===== src/rtl/core/glf_pkg.sv =====
// glf_pkg: shared constants, types and reset taps of the mirrored gaussian line filter
// no dependencies; imported by every module under rtl/core
package glf_pkg;

    localparam int RADIUS    = 3;
    localparam int WIN_LEN   = 2 * RADIUS + 1;
    localparam int NUM_TAPS  = RADIUS + 1;
    localparam int WIN_W     = $clog2(WIN_LEN);
    localparam int LAG_W     = $clog2(RADIUS + 1);

    localparam int SAMPLE_W  = 8;
    localparam int TAP_W     = 17;
    localparam int FRAC_W    = 16;
    localparam int POS_W     = 4;
    localparam int MIR_W     = POS_W + 3;

    localparam int PAIR_W    = SAMPLE_W + 1;
    localparam int PROD_W    = PAIR_W + TAP_W;
    localparam int SUM_W     = PROD_W + LAG_W;

    localparam int NUM_REGS  = 8;
    localparam int REG_IDX_W = 3;

    // queue depths must be powers of two, pointers wrap naturally
    localparam int JOB_DEPTH = 4;
    localparam int JOB_PTR_W = $clog2(JOB_DEPTH);
    localparam int JOB_CNT_W = $clog2(JOB_DEPTH + 1);
    localparam int RES_DEPTH = 4;
    localparam int RES_PTR_W = $clog2(RES_DEPTH);
    localparam int RES_CNT_W = $clog2(RES_DEPTH + 1);

    localparam logic [POS_W-1:0]    POS_MAX = '1;
    localparam logic [SAMPLE_W-1:0] SAT_MAX = '1;

    typedef logic [WIN_LEN-1:0][SAMPLE_W-1:0] window_t;
    typedef logic [NUM_REGS-1:0][TAP_W-1:0]   tap_bank_t;

    // taps listed from distance seven down to the centre
    localparam tap_bank_t TAP_RESET = {
        17'd0, 17'd0, 17'd0, 17'd0,
        17'd291, 17'd3539, 17'd15862, 17'd26152
    };

    typedef struct packed {
        logic [SAMPLE_W-1:0] sample;
        logic                line_end;
    } in_item_t;

    typedef struct packed {
        logic [SAMPLE_W-1:0] filtered;
        logic                line_last;
    } out_item_t;

    typedef struct packed {
        logic                 we;
        logic [REG_IDX_W-1:0] index;
        logic [TAP_W-1:0]     data;
    } cfg_write_t;

    // one queued item: window snapshot, its line index and the first lag to produce
    typedef struct packed {
        window_t          window;
        logic [POS_W-1:0] pos;
        logic [LAG_W-1:0] lag;
        logic             line_end;
    } job_t;

endpackage


===== src/rtl/core/glf_front.sv =====
// glf_front: accepts samples, keeps the sample window and line position,
// and queues the items that produce filtered results; depends on glf_pkg
module glf_front (
    input  logic             clk,
    input  logic             rst_n,
    input  logic             push,
    input  glf_pkg::in_item_t item,
    input  logic             job_full,
    output logic             job_push,
    output glf_pkg::job_t    job
);
    import glf_pkg::*;

    window_t          window_reg;
    window_t          window_next;
    window_t          window_shift;
    logic [POS_W-1:0] pos_reg;
    logic [POS_W-1:0] pos_next;
    logic             accept;
    logic             past_lead;

    assign accept    = push & ~job_full;
    assign past_lead = pos_reg >= POS_W'(RADIUS);

    always_comb
    begin
        window_shift[0] = item.sample;
        for (int k = 1; k < WIN_LEN; k++)
        begin
            window_shift[k] = window_reg[k-1];
        end
    end

    always_comb
    begin
        window_next = window_reg;
        pos_next    = pos_reg;
        if (accept)
        begin
            window_next = window_shift;
            priority if (item.line_end)
                pos_next = '0;
            else if (pos_reg != POS_MAX)
                pos_next = pos_reg + 1'b1;
            else
                pos_next = pos_reg;
        end
    end

    always_comb
    begin
        job.window   = window_shift;
        job.pos      = pos_reg;
        job.line_end = item.line_end;
        // a line end flushes everything still pending, at most RADIUS+1 results
        if (item.line_end && !past_lead)
            job.lag = LAG_W'(pos_reg);
        else
            job.lag = LAG_W'(RADIUS);
    end

    assign job_push = accept & (item.line_end | past_lead);

    always_ff @(posedge clk or negedge rst_n)
    begin
        if (!rst_n)
        begin
            window_reg <= '0;
            pos_reg    <= '0;
        end
        else
        begin
            window_reg <= window_next;
            pos_reg    <= pos_next;
        end
    end

endmodule


===== src/rtl/core/glf_job_fifo.sv =====
// glf_job_fifo: short queue of pending filter jobs between front and back
// depends on glf_pkg
module glf_job_fifo (
    input  logic          clk,
    input  logic          rst_n,
    input  logic          push,
    input  glf_pkg::job_t din,
    output logic          full,
    input  logic          pop,
    output glf_pkg::job_t dout,
    output logic          empty
);
    import glf_pkg::*;

    job_t                 mem [JOB_DEPTH];
    logic [JOB_PTR_W-1:0] wr_ptr_reg;
    logic [JOB_PTR_W-1:0] rd_ptr_reg;
    logic [JOB_CNT_W-1:0] count_reg;
    logic [JOB_CNT_W-1:0] count_next;
    logic                 do_push;
    logic                 do_pop;

    assign full    = count_reg == JOB_CNT_W'(JOB_DEPTH);
    assign empty   = count_reg == '0;
    assign do_push = push & ~full;
    assign do_pop  = pop & ~empty;
    assign dout    = mem[rd_ptr_reg];

    always_comb
    begin
        count_next = count_reg;
        if (do_push && !do_pop)
            count_next = count_reg + 1'b1;
        else if (do_pop && !do_push)
            count_next = count_reg - 1'b1;
    end

    always_ff @(posedge clk or negedge rst_n)
    begin
        if (!rst_n)
        begin
            wr_ptr_reg <= '0;
            rd_ptr_reg <= '0;
            count_reg  <= '0;
        end
        else
        begin
            if (do_push)
                wr_ptr_reg <= wr_ptr_reg + 1'b1;
            if (do_pop)
                rd_ptr_reg <= rd_ptr_reg + 1'b1;
            count_reg <= count_next;
        end
    end

    always_ff @(posedge clk)
    begin
        if (do_push)
            mem[wr_ptr_reg] <= din;
    end

endmodule


===== src/rtl/core/glf_back.sv =====
// glf_back: tap registers, per-job result sequencer, three-step filter datapath
// (mirror select and pre-add, products, sum and saturate) and result queue; depends on glf_pkg
module glf_back (
    input  logic                clk,
    input  logic                rst_n,
    input  glf_pkg::cfg_write_t cfg,
    input  glf_pkg::job_t       job,
    input  logic                job_empty,
    output logic                job_pop,
    input  logic                pop,
    output logic                empty,
    output glf_pkg::out_item_t  result
);
    import glf_pkg::*;

    tap_bank_t            tap_reg;

    logic [LAG_W-1:0]     step_reg;
    logic [LAG_W-1:0]     step_next;
    logic [LAG_W-1:0]     cur_lag;
    logic                 job_done;
    logic                 issue;
    logic                 issue_last;
    logic [RES_CNT_W-1:0] pending;
    logic                 credit_ok;

    logic [PAIR_W-1:0]    pair [NUM_TAPS];
    logic [PAIR_W-1:0]    s1_pair_reg [NUM_TAPS];
    logic                 s1_valid_reg;
    logic                 s1_last_reg;
    logic [PROD_W-1:0]    s2_prod_reg [NUM_TAPS];
    logic                 s2_valid_reg;
    logic                 s2_last_reg;

    logic [SUM_W-1:0]        acc;
    logic [SUM_W-FRAC_W-1:0] scaled;
    out_item_t               res_item;

    out_item_t            res_mem [RES_DEPTH];
    logic [RES_PTR_W-1:0] res_wr_ptr_reg;
    logic [RES_PTR_W-1:0] res_rd_ptr_reg;
    logic [RES_CNT_W-1:0] res_count_reg;
    logic [RES_CNT_W-1:0] res_count_next;
    logic                 res_pop;

    // sample weighted at offset d, taken at its line index mirrored and clamped into the line
    function automatic logic [SAMPLE_W-1:0] pick(
        input window_t          w,
        input logic [POS_W-1:0] p,
        input logic [LAG_W-1:0] lag,
        input int               d
    );
        logic signed [MIR_W-1:0] ps;
        logic signed [MIR_W-1:0] x;
        logic signed [MIR_W-1:0] k;
        ps = MIR_W'(p);
        x  = ps - MIR_W'(lag) + MIR_W'(d);
        if (x < 0)
            x = -x;
        if (x > ps)
            x = (ps <<< 1) - x;
        if (x < 0)
            x = '0;
        if (x > ps)
            x = ps;
        k = ps - x;
        if (k < WIN_LEN)
            pick = w[k[WIN_W-1:0]];
        else
            pick = '0;
    endfunction

    // tap registers
    always_ff @(posedge clk or negedge rst_n)
    begin
        if (!rst_n)
            tap_reg <= TAP_RESET;
        else if (cfg.we)
            tap_reg[cfg.index] <= cfg.data;
    end

    // sequencer: one filter evaluation per cycle from the head job while the result queue has room
    assign pending   = res_count_reg + RES_CNT_W'(s1_valid_reg) + RES_CNT_W'(s2_valid_reg);
    assign credit_ok = pending < RES_CNT_W'(RES_DEPTH);
    assign cur_lag   = job.lag - step_reg;
    assign job_done  = ~job.line_end | (cur_lag == '0);
    assign issue     = ~job_empty & credit_ok;
    assign issue_last = job.line_end & (cur_lag == '0);
    assign job_pop   = issue & job_done;

    always_comb
    begin
        step_next = step_reg;
        if (issue)
        begin
            if (job_done)
                step_next = '0;
            else
                step_next = step_reg + 1'b1;
        end
    end

    // symmetric taps: samples at +j and -j share a weight and are added first
    always_comb
    begin
        pair[0] = PAIR_W'(pick(job.window, job.pos, cur_lag, 0));
        for (int j = 1; j < NUM_TAPS; j++)
        begin
            pair[j] = PAIR_W'(pick(job.window, job.pos, cur_lag, -j))
                    + PAIR_W'(pick(job.window, job.pos, cur_lag, j));
        end
    end

    always_comb
    begin
        acc = '0;
        for (int j = 0; j < NUM_TAPS; j++)
        begin
            acc = acc + SUM_W'(s2_prod_reg[j]);
        end
        scaled = acc[SUM_W-1:FRAC_W];
        if (|scaled[SUM_W-FRAC_W-1:SAMPLE_W])
            res_item.filtered = SAT_MAX;
        else
            res_item.filtered = scaled[SAMPLE_W-1:0];
        res_item.line_last = s2_last_reg;
    end

    always_ff @(posedge clk or negedge rst_n)
    begin
        if (!rst_n)
        begin
            step_reg     <= '0;
            s1_valid_reg <= 1'b0;
            s2_valid_reg <= 1'b0;
        end
        else
        begin
            step_reg     <= step_next;
            s1_valid_reg <= issue;
            s2_valid_reg <= s1_valid_reg;
        end
    end

    always_ff @(posedge clk)
    begin
        s1_last_reg <= issue_last;
        s2_last_reg <= s1_last_reg;
        for (int j = 0; j < NUM_TAPS; j++)
        begin
            s1_pair_reg[j] <= pair[j];
            s2_prod_reg[j] <= PROD_W'(s1_pair_reg[j]) * PROD_W'(tap_reg[j]);
        end
    end

    // result queue, room reserved at issue time
    assign empty   = res_count_reg == '0;
    assign res_pop = pop & ~empty;
    assign result  = res_mem[res_rd_ptr_reg];

    always_comb
    begin
        res_count_next = res_count_reg;
        if (s2_valid_reg && !res_pop)
            res_count_next = res_count_reg + 1'b1;
        else if (res_pop && !s2_valid_reg)
            res_count_next = res_count_reg - 1'b1;
    end

    always_ff @(posedge clk or negedge rst_n)
    begin
        if (!rst_n)
        begin
            res_wr_ptr_reg <= '0;
            res_rd_ptr_reg <= '0;
            res_count_reg  <= '0;
        end
        else
        begin
            if (s2_valid_reg)
                res_wr_ptr_reg <= res_wr_ptr_reg + 1'b1;
            if (res_pop)
                res_rd_ptr_reg <= res_rd_ptr_reg + 1'b1;
            res_count_reg <= res_count_next;
        end
    end

    always_ff @(posedge clk)
    begin
        if (s2_valid_reg)
            res_mem[res_wr_ptr_reg] <= res_item;
    end

endmodule


===== src/rtl/core/gaussian_line_filter_mirror.sv =====
// gaussian_line_filter_mirror: top level of the mirrored symmetric line filter
// depends on glf_pkg, glf_front, glf_job_fifo and glf_back
//
// input queue side: drive item and push; a transaction completes on a rising edge with
// push high and full low. line_end marks the final sample of a line.
// result side: while empty is low the oldest result sits on result; a transaction
// completes on a rising edge with pop high and empty low. line_last marks the final
// filtered sample of a line.
// tap write port: wr_en, wr_index, wr_data; writes take effect at once, no read-back.
// write taps only while the block is idle.
// a sample's job passes the job queue, the pair and product registers, then the result
// queue. throughput: one sample per cycle along a line while full is low; a line-end
// sample yields up to RADIUS+1 results, one per cycle from the shared datapath while the
// result queue has room, so input stalls once the job queue fills. a four-deep job queue
// sits between the front and that datapath. when pop stays low the four-deep result queue
// fills, issue stops, the job queue fills and full rises; nothing is lost.
// reset: taps return to their default gaussian, window and line position clear, both
// queues empty.
module gaussian_line_filter_mirror (
    input  logic                          clk,
    input  logic                          rst_n,
    input  logic                          push,
    output logic                          full,
    input  glf_pkg::in_item_t             item,
    output logic                          empty,
    input  logic                          pop,
    output glf_pkg::out_item_t            result,
    input  logic                          wr_en,
    input  logic [glf_pkg::REG_IDX_W-1:0] wr_index,
    input  logic [glf_pkg::TAP_W-1:0]     wr_data
);
    import glf_pkg::*;

    job_t       front_job;
    job_t       head_job;
    logic       job_push;
    logic       job_full;
    logic       job_pop;
    logic       job_empty;
    cfg_write_t cfg;

    assign cfg.we    = wr_en;
    assign cfg.index = wr_index;
    assign cfg.data  = wr_data;
    assign full      = job_full;

    glf_front u_front (
        .clk      (clk),
        .rst_n    (rst_n),
        .push     (push),
        .item     (item),
        .job_full (job_full),
        .job_push (job_push),
        .job      (front_job)
    );

    glf_job_fifo u_job_fifo (
        .clk   (clk),
        .rst_n (rst_n),
        .push  (job_push),
        .din   (front_job),
        .full  (job_full),
        .pop   (job_pop),
        .dout  (head_job),
        .empty (job_empty)
    );

    glf_back u_back (
        .clk       (clk),
        .rst_n     (rst_n),
        .cfg       (cfg),
        .job       (head_job),
        .job_empty (job_empty),
        .job_pop   (job_pop),
        .pop       (pop),
        .empty     (empty),
        .result    (result)
    );

endmodule

===== config.mk =====
export PLATFORM = sky130hd
export DESIGN_NAME = gaussian_line_filter_mirror
export DESIGN_NICKNAME = d
export VERILOG_FILES = /design/src/rtl/core/glf_pkg.sv /design/src/rtl/core/glf_front.sv /design/src/rtl/core/glf_job_fifo.sv /design/src/rtl/core/glf_back.sv /design/src/rtl/core/gaussian_line_filter_mirror.sv
export SDC_FILE = /design/constraint.sdc
export NUM_CORES = 2
export LEC_CHECK = 0
export BUFFER_PORTS_ARGS = -buffer_cell sky130_fd_sc_hd__buf_2
export CORE_UTILIZATION = 52
export DETAILED_ROUTE_END_ITERATION = 7
export PLACE_DENSITY = 0.7
export SETUP_SLACK_MARGIN = 0.5
export SLEW_MARGIN = 20
export SYNTH_ARGS = -nofsm -noshare
export SYNTH_HDL_FRONTEND = slang
export SYNTH_HIERARCHICAL = 1
export SYNTH_SLANG_ARGS = --single-unit

===== constraint.sdc =====
create_clock -name clk -period 9.4 [get_ports clk]
set_input_delay 0.47 -clock clk [delete_from_list [all_inputs] [get_ports clk]]
set_output_delay 0.47 -clock clk [all_outputs]
set_load 0.01 [all_outputs]

* Word-level counts from Yosys, hierarchy flattened
Memory sizes are Yosys's and may differ from the RTL's. Cells that the tools add are included.
Storage, ports and cells: output and inout port bits 11, memory bits (writable) 428, register bits 208, input port bits 34, word-level logic and storage cells 227, memories 4
Memories:
- u_job_fifo.mem | words 4, width 63, read ports 1, clocked after Yosys merged registers in 0, write ports 1, line glf_job_fifo.sv:15 | job_t mem [JOB_DEPTH];
- u_back.s2_prod_reg | words 4, width 26, read ports 4, clocked after Yosys merged registers in 0, write ports 4, line glf_back.sv:31 | logic [PROD_W-1:0] s2_prod_reg [NUM_TAPS];
- u_back.res_mem | words 4, width 9, read ports 1, clocked after Yosys merged registers in 0, write ports 1, line glf_back.sv:39 | out_item_t res_mem [RES_DEPTH];
- u_back.s1_pair_reg | words 4, width 9, read ports 4, clocked after Yosys merged registers in 0, write ports 4, line glf_back.sv:28 | logic [PAIR_W-1:0] s1_pair_reg [NUM_TAPS];
Cells by class: equal/unequal tests 2, reductions and logical operators 19, multiplexer cells 65, multiply operators 4, add/sub/neg operators 47, bitwise gates (word level) 14, order comparisons 46
Operators with widths (count):
- 2-to-1 mux 7 bit | 28
- binary-select mux 8 bit (select 3 bit) | 7
- bitwise mux 136 bit | 1
- 2-to-1 mux 8 bit | 15
- multiplier 9 x 17 -> 26 bit | 4
- greater-than comparator 7 x 5 -> 1 bit | 14
- < comparator 7 x 1 -> 1 bit (second input constant) | 13
- adder 28 x 26 -> 28 bit | 2
- demux 17 bit (select 3 bit) | 1
- < comparator 7 x 4 -> 1 bit (second input constant) | 7
- subtractor 5 x 7 -> 7 bit | 7
- subtractor 6 x 7 -> 7 bit | 7
- negator 7 bit | 6
- < comparator 3 x 4 -> 1 bit (second input constant) | 8
- adder 26 x 26 -> 27 bit | 1
- adder 8 x 8 -> 9 bit | 3
- 2-to-1 mux 17 bit | 1
- adder 7 x 2 -> 7 bit (second input constant) | 2
- 2-to-1 mux 3 bit | 4
- adder 2 x 1 -> 2 bit (second input constant) | 5
- bitwise AND 1 bit | 8
- 2-to-1 mux 4 bit | 2
- adder 7 x 1 -> 7 bit (second input constant) | 1
- negator 5 -> 7 bit | 1
- other kinds (26) | 49

* Longest topological paths before layout
An unclocked memory read counts as a cell.
word-level depth 17, mapped depth 52

* Cells and area by module
The synthesis kept the hierarchy.
By module, submodules not included:
- glf_back | area an instance 36442.5 µm², cells each 3853, instances 1, sequential area each 5916.9 µm²
- glf_job_fifo | area an instance 9511.6 µm², cells each 365, instances 1, sequential area each 7742.4 µm²
- glf_front | area an instance 2125.8 µm², cells each 241, instances 1, sequential area each 1301.2 µm²

* Worst setup path before layout
OpenSTA, ideal clock, no wires.
kind reg2reg, start point register u_job_fifo.rd_ptr_reg[0], end point memory u_back/s1_pair_reg[1][8] (netlist bit), slack -889 ps, setup time 117 ps, arrival 10171 ps, stages on the path, launching flop included 48, cell sequence dfrtp_1 -> buf_6 -> buf_6 -> mux4_2 -> inv_1 -> ha_1 -> clkinv_1 -> ha_1 -> inv_1 -> fa_1 -> inv_1 -> ha_1 -> a211oi_4 -> nor4b_4 -> o311ai_2 -> ha_1 -> nor2b_1 -> o21a_1 -> [... 12 more ...] -> ha_1 -> inv_1 -> fa_1 -> clkbuf_1 -> buf_1 -> nand3b_1 -> a21oi_1 -> a211oi_1 -> ha_1 -> fa_1 -> a21oi_1 -> nor2_1 -> nor2_1 -> o21bai_1 -> a21oi_1 -> nor2b_1 -> o21ai_0 -> nand2b_1
RTL lines:
- from (decl) | line glf_job_fifo.sv:17 | logic [JOB_PTR_W-1:0] rd_ptr_reg;
- from (signal assigned) | line glf_job_fifo.sv:51 | rd_ptr_reg <= rd_ptr_reg + 1'b1;
- to (decl) | line glf_back.sv:28

==> reports/qor.yml <==
logic_synthesis:
  syn_inst: 4459
  synth-seq-cells: 567
  synthTopCellsByArea: "fa_1 20%, edfxtp_1 18%, ha_1 9.6%"
  synth.top_cell.area_share_pct: 19.69
  synthArstFlopShare_pct: 24.34
  synth.top_cells.by_count: "549 x nand2_1, 542 x inv_1, 473 x fa_1, 369 x ha_1, 288 x edfxtp_1"
  synth_edf_count: 288
  syn_avg_cell_area_sq_um: 10.78
  syn_area_sq_um: 48080
  ys_types: 99
  ys_seq_area_share_pct: 31.12
  syn-num-nets: 5335
  synth_ff_type: "edfxtp_1"
  synth_most_common_cell: "nand2_1"
  synth_top_cell_by_area: "fa_1"
  ys_warn_count: 6
setup_path:
  crit_start: "u_job_fifo/rd_ptr_reg[0]$_DFFE_PN0P_"
  critPathMaxStageDelay_ps: 600
  reg2reg_from: "u_job_fifo/rd_ptr_reg[0]$_DFFE_PN0P_"
  endpoint_kind: "flip-flop"
  cp_max_fo: 6
  crit_slowest_cell: "fa_2"
  path_class: "flip-flop to flip-flop"
  worstPathRequired_ps: 9970
  cp-start-kind: "flip-flop"
  crit_path_frequent_cell: "buf_4"
  arrival_ps: 9590
floorplan:
  core_sq_um: 91660
  die_w_microns: 306.1
  dieArea_sq_um: 93680
  initial_core_util_pct: 52.45
  io_pins: 45
  die_y_microns: 306.1
  rows: 111
global_route:
  grt_usage_pct: 25.44
  antenna_found_initial: 5
  grt_max_degree: 84
  overflow: 0
  grt_pass1_vias: 34461
  grt_pass1_wl_microns: 188100
timing:
  setup_viol: 0
  maxSlewViolCount: 0
  hold_viol: 0
  final.min_clock_period_ps: 9022
  worstMarginPinSlew_ps: 1003
  slew_headroom_pct: 33.13
  max_freq_mhz: 110.8
  fin_crit_sh_pct: 95.98
  skew_ps: 36.85
  rsz0062_at_grt: "true"
detailed_routing:
  vias: 33315
  drt_wl_total_microns: 117100
  viasPerCell: 5.740
  avgRoutedWirePerCell_microns: 20.18
  firstDrtPassIters: 5
  drc_errors: 0
  ant_nets: 0
  first_iter_violations: 2248
placement:
  hpwl_microns: 85100
  place_congestion: 0.9121
  port_buffers: 44
cts:
  clk_pin_slew_ps: 60
  cts_buffers: 60
  clk-insertion-delay-late_ps: 680
  cts.sinks: 567
  h-tree-depth: 2
  cts.path.max_buffers: 3
  clk_root_buffer_cell: "clkbuf_16"
  cts_tree: "done"
outcome:
  status: "completed"
cells_and_area:
  syn_to_final_growth_pct: 11.20
  largest_reg_flops: 252
  fin_util_pct: 58.33
  finalNetCount: 5440
  drive_above_1_share_pct: 17.56
min_path:
  hp-start: "item[1]"
  hp-class: "input port to flip-flop"
job:
  drv_cap: 0
-- per-layer routing --
| layer | wire length [microns] | track usage [%] |
|---|---|---|
| met4 | 4082 | 9.360 |
| met2 | 58460 | 43.98 |
| met1 | 48480 | 32.59 |
| met5 | 20 | 0 |
| met3 | 6082 | 3.491 |
-- cell type report --
cell class / instances / area, sq um
antenna: 4 / 10.01
clock buffer: 79 / 1633
clock inverter: 33 / 372.9
fill: 7636 / 38200
inverter: 546 / 2077
multi-input combinational: 3139 / 31040
sequential: 567 / 14970
tap: 1186 / 1484
timing repair buffer: 250 / 1877
-- kinds of logic after synthesis --
family | share of synthesized area (%)
XOR/XNOR | 3.037
AO/OA/AOI/OAI | 8.023
other | 0.007800
flip-flops | 31.12
multiplexers | 9.686
buffers and inverters | 6.110
AND/OR/NAND/NOR | 12.72
adder cells (fa/ha/maj) | 29.30
-- what timing repair did --
item / 4_1_cts / 5_1_grt
gates resized for setup: 55 / 89
hold endpoints to repair: 82 / 0
hold buffers: 8 / 0
buffers inserted: 48 / 45
pin swaps: 52 / 76
endpoints found under the setup margin: 15 / 21
-- worst max-delay path: cells and delay by family, from the launching register on --
| family | cells | cell delay [ps] |
|---|---|---|
| AO/OA/AOI/OAI | 12 | 1990 |
| flip-flops | 1 | 510 |
| buffers and inverters | 9 | 1060 |
| XOR/XNOR | 3 | 450 |
| adder cells (fa/ha/maj) | 8 | 2550 |
| multiplexers | 3 | 960 |
| AND/OR/NAND/NOR | 8 | 1410 |
-- stage by stage --
stage / setup WS, ps / cell area, sq um / hold WS, ps / setup TNS [ps] / cells
detailed placement: -106.1 / 50080 / 351.6 / -199.2 / 5586
floorplan: 286.0 / 48440 / 174.4 / 0 / 4459
CTS: 387.4 / 52750 / 19.57 / 0 / 5754
global placement: 103.0 / 50070 / 354.5 / 0 / 5586
finish: 377.8 / 53460 / 53.24 / 0 / 5804
global route: 81.72 / 53450 / 35.30 / 0 / 5800
-- placed cells by master, fill, tap and decap left out, drive strengths merged, types with 10 or more instances in the layout --
cell / netlist / final
nor3: 33 / 33
dfstp: 29 / 29
clkbuf: 159 / 79
xor2: 52 / 52
a31oi: 16 / 16
a21oi: 165 / 165
mux2i: 25 / 25
mux2: 135 / 135
nor2b: 36 / 36
mux4: 128 / 128
dfrtp: 109 / 109
inv: 543 / 547
a22oi: 45 / 45
fa: 473 / 473
nor2: 179 / 179
a21o: 51 / 51
o21a: 28 / 28
o22ai: 11 / 11
buf: 48 / 242
or3: 11 / 11
a211oi: 73 / 73
nand2b: 29 / 29
edfxtp: 288 / 288
nand3: 50 / 50
and2: 287 / 287
xnor2: 110 / 110
o31ai: 10 / 10
clkinv: 3 / 23
o21bai: 21 / 21
nor3b: 18 / 18
nand3b: 11 / 11
nand2: 549 / 549
nand4: 11 / 11
dfxtp: 141 / 141
ha: 369 / 369
o21ai: 91 / 91
-- path summary, 6_finish.rpt --
check | end | slack [ps] | cells after the start
min in group asynchronous | u_front/job[21]$_DFFE_PN0P_ | 450 | 2
worst max register to register | u_back/s1_pair_reg[1][4]$_DFF_P_ | 380 | 43
worst max-delay path | u_back/s1_pair_reg[1][4]$_DFF_P_ | 380 | 43
worst min register to register | u_back/s2_last_reg$_DFF_P_ | 370 | 0
max in group asynchronous | u_job_fifo/rd_ptr_reg[0]$_DFFE_PN0P_ | 7460 | 3
worst min-delay path | u_job_fifo/mem[2][7]$_DFFE_PP_ | 50 | 1
Power is not shown: default switching activity piles up to over one toggle a cycle in this logic, so the estimate is an artifact.
